### src/hdl/lzwe_pkg.sv
// ----------------------------------------------------------------------------
// lzwe_pkg
// Shared constants, types and helpers of the LZW byte stream encoder.
// ----------------------------------------------------------------------------
package lzwe_pkg;

    // Dictionary sizing
    localparam int CODE_BITS  = 16;
    localparam int SLOT_BITS  = CODE_BITS + 1;
    localparam int KEY_BITS   = CODE_BITS + 8;
    localparam int EPOCH_BITS = 8;
    localparam int ENTRY_BITS = EPOCH_BITS + KEY_BITS + CODE_BITS;
    localparam int SLOT_COUNT = 1 << SLOT_BITS;
    localparam int OUT_BITS   = 16;

    localparam logic [CODE_BITS:0] FIRST_FREE = (CODE_BITS + 1)'(256);
    localparam logic [31:0]        HASH_MULT  = 32'h9E37_79B1;

    // Up to two result words handed to the output queue at once
    typedef struct packed {
        logic [1:0]                cnt;
        logic [1:0][OUT_BITS-1:0]  code;
        logic [1:0]                last;
    } t_push;

    // Low output bits of a phrase code, zero-extended when codes are narrow
    function automatic logic [OUT_BITS-1:0] to_out_code(input logic [CODE_BITS-1:0] c);
        logic [31:0] w;
        w = 32'(c);
        return w[OUT_BITS-1:0];
    endfunction

endpackage

### src/hdl/lzwe_outq.sv
// ----------------------------------------------------------------------------
// lzwe_outq
// Two-word output queue; takes up to two result words in one cycle.
// ----------------------------------------------------------------------------
module lzwe_outq (
    input  logic                         i_clk,
    input  logic                         i_rst_n,
    input  lzwe_pkg::t_push              i_push,
    output logic [1:0]                   o_room,
    output logic                         o_valid,
    input  logic                         i_stall,
    output logic [lzwe_pkg::OUT_BITS-1:0] o_code,
    output logic                         o_last_code
);
    import lzwe_pkg::*;

    logic [1:0]                r_cnt;
    logic [1:0]                n_cnt;
    logic [1:0][OUT_BITS-1:0]  r_code;
    logic [1:0][OUT_BITS-1:0]  n_code;
    logic [1:0]                r_last;
    logic [1:0]                n_last;
    logic                      w_pop;
    logic [1:0]                w_left;

    assign w_pop  = (r_cnt != 2'd0) && !i_stall;
    assign w_left = r_cnt - {1'b0, w_pop};

    always_comb begin
        n_code = r_code;
        n_last = r_last;
        // advance head
        if (w_pop) begin
            n_code[0] = r_code[1];
            n_last[0] = r_last[1];
        end
        if (i_push.cnt != 2'd0) begin
            n_code[w_left[0]] = i_push.code[0];
            n_last[w_left[0]] = i_push.last[0];
        end
        if (i_push.cnt == 2'd2) begin
            n_code[1] = i_push.code[1];
            n_last[1] = i_push.last[1];
        end
        n_cnt = w_left + i_push.cnt;
    end

    always_ff @(posedge i_clk) begin
        if (!i_rst_n) begin
            r_cnt <= 2'd0;
        end else begin
            r_cnt <= n_cnt;
        end
        r_code <= n_code;
        r_last <= n_last;
    end

    assign o_room      = 2'd2 - r_cnt;
    assign o_valid     = r_cnt != 2'd0;
    assign o_code      = r_code[0];
    assign o_last_code = r_last[0];

endmodule

### config.mk
export PLATFORM = sky130hd
export DESIGN_NAME = lzwe_outq
export DESIGN_NICKNAME = d
export VERILOG_FILES = /design/src/hdl/lzwe_pkg.sv /design/src/hdl/lzwe_outq.sv
export SDC_FILE = /design/constraint.sdc
export NUM_CORES = 1
export LEC_CHECK = 0
export BUFFER_PORTS_ARGS = -buffer_cell sky130_fd_sc_hd__buf_2
export CELL_PAD_IN_SITES_DETAIL_PLACEMENT = 0
export CELL_PAD_IN_SITES_GLOBAL_PLACEMENT = 1
export CORE_UTILIZATION = 42
export DETAILED_ROUTE_END_ITERATION = 6
export PLACE_DENSITY = 0.82
export SYNTH_ARGS = -nofsm -noshare
export SYNTH_HDL_FRONTEND = slang
export SYNTH_SLANG_ARGS = --single-unit
### constraint.sdc
create_clock -name i_clk -period 5.4 [get_ports i_clk]
set_input_delay 1.08 -clock i_clk [delete_from_list [all_inputs] [get_ports i_clk]]
set_output_delay 1.08 -clock i_clk [all_outputs]
set_load 0.01 [all_outputs]
Word level (Yosys, flattened, before mapping)
Index checks and enable logic that the tools add are counted.
Word-level totals
  flip-flop bits (word level): 36
  bits in latches: 0
  bits in writable memories: 0
  ROM bits: 0
  input port bits: 39
  word-level logic and storage cells: 29
  memories kept: 0
Cells by class
  $add $sub $neg: 3
  multipliers: 0
  divide/modulo/power cells: 0
  order comparisons: 2
  equal/unequal tests: 1
  shift operators: 0
  multiplexer cells: 12
  bitwise operators: 0
  reduce and logical (&&, ||, !) cells: 6
Operator list (count)
  16-bit two-way mux: 3
  32-bit bitwise mux: 1
  32-bit two-way mux: 1
  16-bit demux with 1-bit select: 1
  2-bit nonzero test: 3
  1-bit two-way mux: 3
  2-bit adder: 1
  2-bit bitwise mux: 1
  2-bit == test, second input constant: 1
  1-bit logical AND: 2
  1-bit by 2-bit < comparator with 1-bit output, second input constant: 1
  2-bit two-way mux: 1
  2-bit by 1-bit subtractor with 2-bit output: 1
  2-bit subtractor, first input constant: 1
  1-bit demux with 1-bit select: 1
  1-bit greater-or-equal comparator, second input constant: 1
  1-bit logical NOT: 1

Depth between registers and ports, before layout
  depth after elaboration: 10
  mapped depth: 7
  mapped depth without buffers: 5

Worst setup path after synthesis
No wires, ideal clock.
  path type: in2reg
  start point: input port i_stall
  end point: register r_code[16] in the netlist's numbering (enable)
  arrival: 2.105 ns
  slack: 2.921 ns
  cell stages on the path: 4
  cell sequence: nor3_2 -> o21a_1 -> buf_2 -> or2_1
RTL lines
  start, declared: line lzwe_outq.sv:11  | input logic i_stall,
  end signal, assigned: line lzwe_outq.sv:54  | r_code <= n_code;
  end, declared: line lzwe_outq.sv:19  | logic [1:0][OUT_BITS-1:0] r_code;

==> metrics.cfg <==
[floorplan]
die_h_um = 66.21
io_pins = 59
placementRows = 22
core_region_area_um2 = 3799
die-area_um2 = 4384
die_x_um = 66.21
initial_core_util = 0.4559

[worst_setup_path]
crit_buf_inv = 1
critPathKind = primary input to flip-flop
cp.required_ns = 5.32
cp_max_fo = 19
cpLargestDelayFamily = simple AND/OR/NAND/NOR gates
reg2reg_from = r_cnt[0]
critPathLaunchType = primary input
worstPathArrival_ns = 2.83
worst_path_max_delay_cell = or2_1
critPathCaptureType = flip-flop
crit_chain = buf_2 -> nor3_2 -> o21a_1 -> or2_1
cp-startpoint = i_stall
critPathMaxStageDelay_ns = 0.67

[grt]
grt_usage = 0.1706
met3_usage = 0.04138
met1_usage = 0.2032
grt-busiest-layer = met2
overflow = 0
grt_pass1_vias = 1132
grt_pass1_wl_mm = 5.292
globalRouteMet2Util = 0.2730
grt_start_max_net_pins = 20
antenna_found_initial = 0

[clock_network]
htree_num_levels = 2
cts.sinks = 36
clockBufferDepth = 2
cts_root_buf = clkbuf_8
post_cts_buffers = 0
clock_latency_ns = 0.29
hold_buffers = 0
clk_pin_slew_ns = 0.07
cts_inserted_buffers = 5
ctsResizeCount = 0
cts_tree = yes

[routing]
viasPerCell = 5.036
first_iter_violations = 29
avgRoutedWirePerCell_um = 15.27
drcViolationCount = 0
drtPass1Iterations = 4
ant_nets = 0
vias = 1123
wl_mm = 3.406

[logic_synthesis]
yosys_warnings = 0
yosys.area.top_type_share = 0.2948
syn_inst = 131
post_synth_main_area_contributors = edfxtp_1, dfxtp_1, mux2_1, a22o_1, buf_4
yosysUniqueCellTypes = 26
synth_top_area_cell = edfxtp_1
ys_seq_elements = 36
syn-cell-area_um2 = 1732
synth_nets = 171
ys_seq_area_frac = 0.5145
syn_area_per_cell_um2 = 13.22

[hold_path]
hp-start = o_code[6]
hp-class = flip-flop to flip-flop

[placed_design]
gp_congestion = 0.6713
dp_cells = 215
post-dp-hpwl_mm = 2.418
portBuffers = 58

[layout]
layout.area.seq_um2 = 890.9
area_growth_pct = 17.56
layout_commonest_cell = buf_2
n_fill_cell = 348
antenna_cells = 0
fin_cells = 223
final_cell_mix = buf_2, mux2_1, dfxtp_1, a22o_1, edfxtp_1
multiInputGateArea_um2 = 664.4
final_nets = 214
layout-drive-gt1-share = 0.4514

[timing]
fin_tns_setup_ns = 0
worst_pin_slew_ns = 0.9019
slew_headroom = 0.3968
final-max-slew-violation-count = 0
period_minus_slack_ns = 2.903
fin_worst_skew_ns = 0.002370
fin_crit_sh = 0.5377
hold_viol_final = 0
fmax_mhz = 344.4
rsz0062_at_grt = no
setup_viol_count_final = 0

[power_and_ir_drop]
p_per_area_nw_per_um2 = 395.8
ir_drop_mv = 0.1932
p_leak_nw = 0.8831

[job]
cap_viol_max_count = 0

[status]
status = completed

worst reg2reg max path: cells and delay by family (launching register included):
| kind | cells | cell delay [ns] |
|---|---|---|
| simple gates | 2 | 1.03 |
| compound gates | 1 | 0.63 |
| buf+inv | 1 | 0.08 |
| flops | 1 | 0.42 |
| fa+ha+maj | 1 | 0.27 |
path summary, 6_finish.rpt:
check | end | slack [ns] | depth (start not counted)
max reg2reg | r_code[16] | 2.60 | 5
max | r_code[16] | 2.50 | 4
min reg2reg | o_code[6] | 0.57 | 2
min | o_code[6] | 0.57 | 2
power breakdown:
part	internal (W)	switching, W
combinational	0.000106	0.000101
clock	0.000137	0.0000951
sequential	0.000345	0.0000221
flip-flops by register name (all words and copies together), names as in the netlist:
name / count
r_code: 16
r_last: 2
o_code: 16
r_cnt: 2
metrics by stage:
| stage | total power (W) | cell area [um2] | setup WS [ns] | hold slack [ns] | util |
|---|---|---|---|---|---|
| after floorplan | 0.0005488 | 1732 | 2.921 | 0.5330 | - |
| after global placement | 0.0005691 | 1928 | 2.319 | 0.5383 | 0.5076 |
| after detailed placement | 0.0005812 | 1928 | 2.179 | 0.5487 | 0.5076 |
| after CTS | 0.0008117 | 2036 | 2.485 | 0.5651 | 0.5359 |
| after global routing | 0.0008481 | 2036 | 2.361 | 0.6023 | 0.5359 |
| final | 0.0008057 | 2036 | 2.497 | 0.5670 | 0.5359 |
metal layers:
metal  vias to the layer above  share of wire
met5                         -              0
met4                         0          0.023
met3                         8          0.066
met2                        48           0.44
met1                       512           0.47
li1                        555              -
final cells by class:
| cell class | instances | area share |
|---|---|---|
| Timing Repair Buffer | 59 | 0.1463 |
| Clock inverter | 2 | 0.01721 |
| Multi-Input combinational cell | 68 | 0.3264 |
| Sequential cell | 36 | 0.4376 |
| Tap cell | 48 | 0.02950 |
| Inverter | 4 | 0.007376 |
| Clock buffer | 6 | 0.03565 |
cells in the mapped netlist:
| library cell | number |
|---|---|
| xor2_1 | 1 |
| a21o_1 | 1 |
| inv_1 | 4 |
| o211ai_1 | 1 |
| clkbuf_1 | 2 |
| mux2_2 | 10 |
| nor3_4 | 1 |
| edfxtp_1 | 17 |
| nor2b_1 | 1 |
| nor2_1 | 1 |
| nor3_2 | 1 |
| or4_1 | 1 |
| a22o_1 | 17 |
| buf_4 | 17 |
| nor3b_1 | 1 |
| o21a_1 | 2 |
| nor2_2 | 1 |
| ha_1 | 1 |
| nor3_1 | 1 |
| dfxtp_1 | 19 |
| or2_1 | 1 |
| nand3_1 | 1 |
| buf_2 | 3 |
| mux2_1 | 24 |
| buf_6 | 1 |
| a21boi_1 | 1 |
cells by family after synthesis:
family | Yosys count | synth area share
multiplexers | 34 | 0.2211
flip-flops | 36 | 0.5144
buffers and inverters | 27 | 0.1019
AO/OA/AOI/OAI | 22 | 0.1077
AND/OR/NAND/NOR | 10 | 0.04264
adder cells (fa/ha/maj) | 1 | 0.007224
XOR/XNOR | 1 | 0.005059
(Power assumes the default switching activity.)
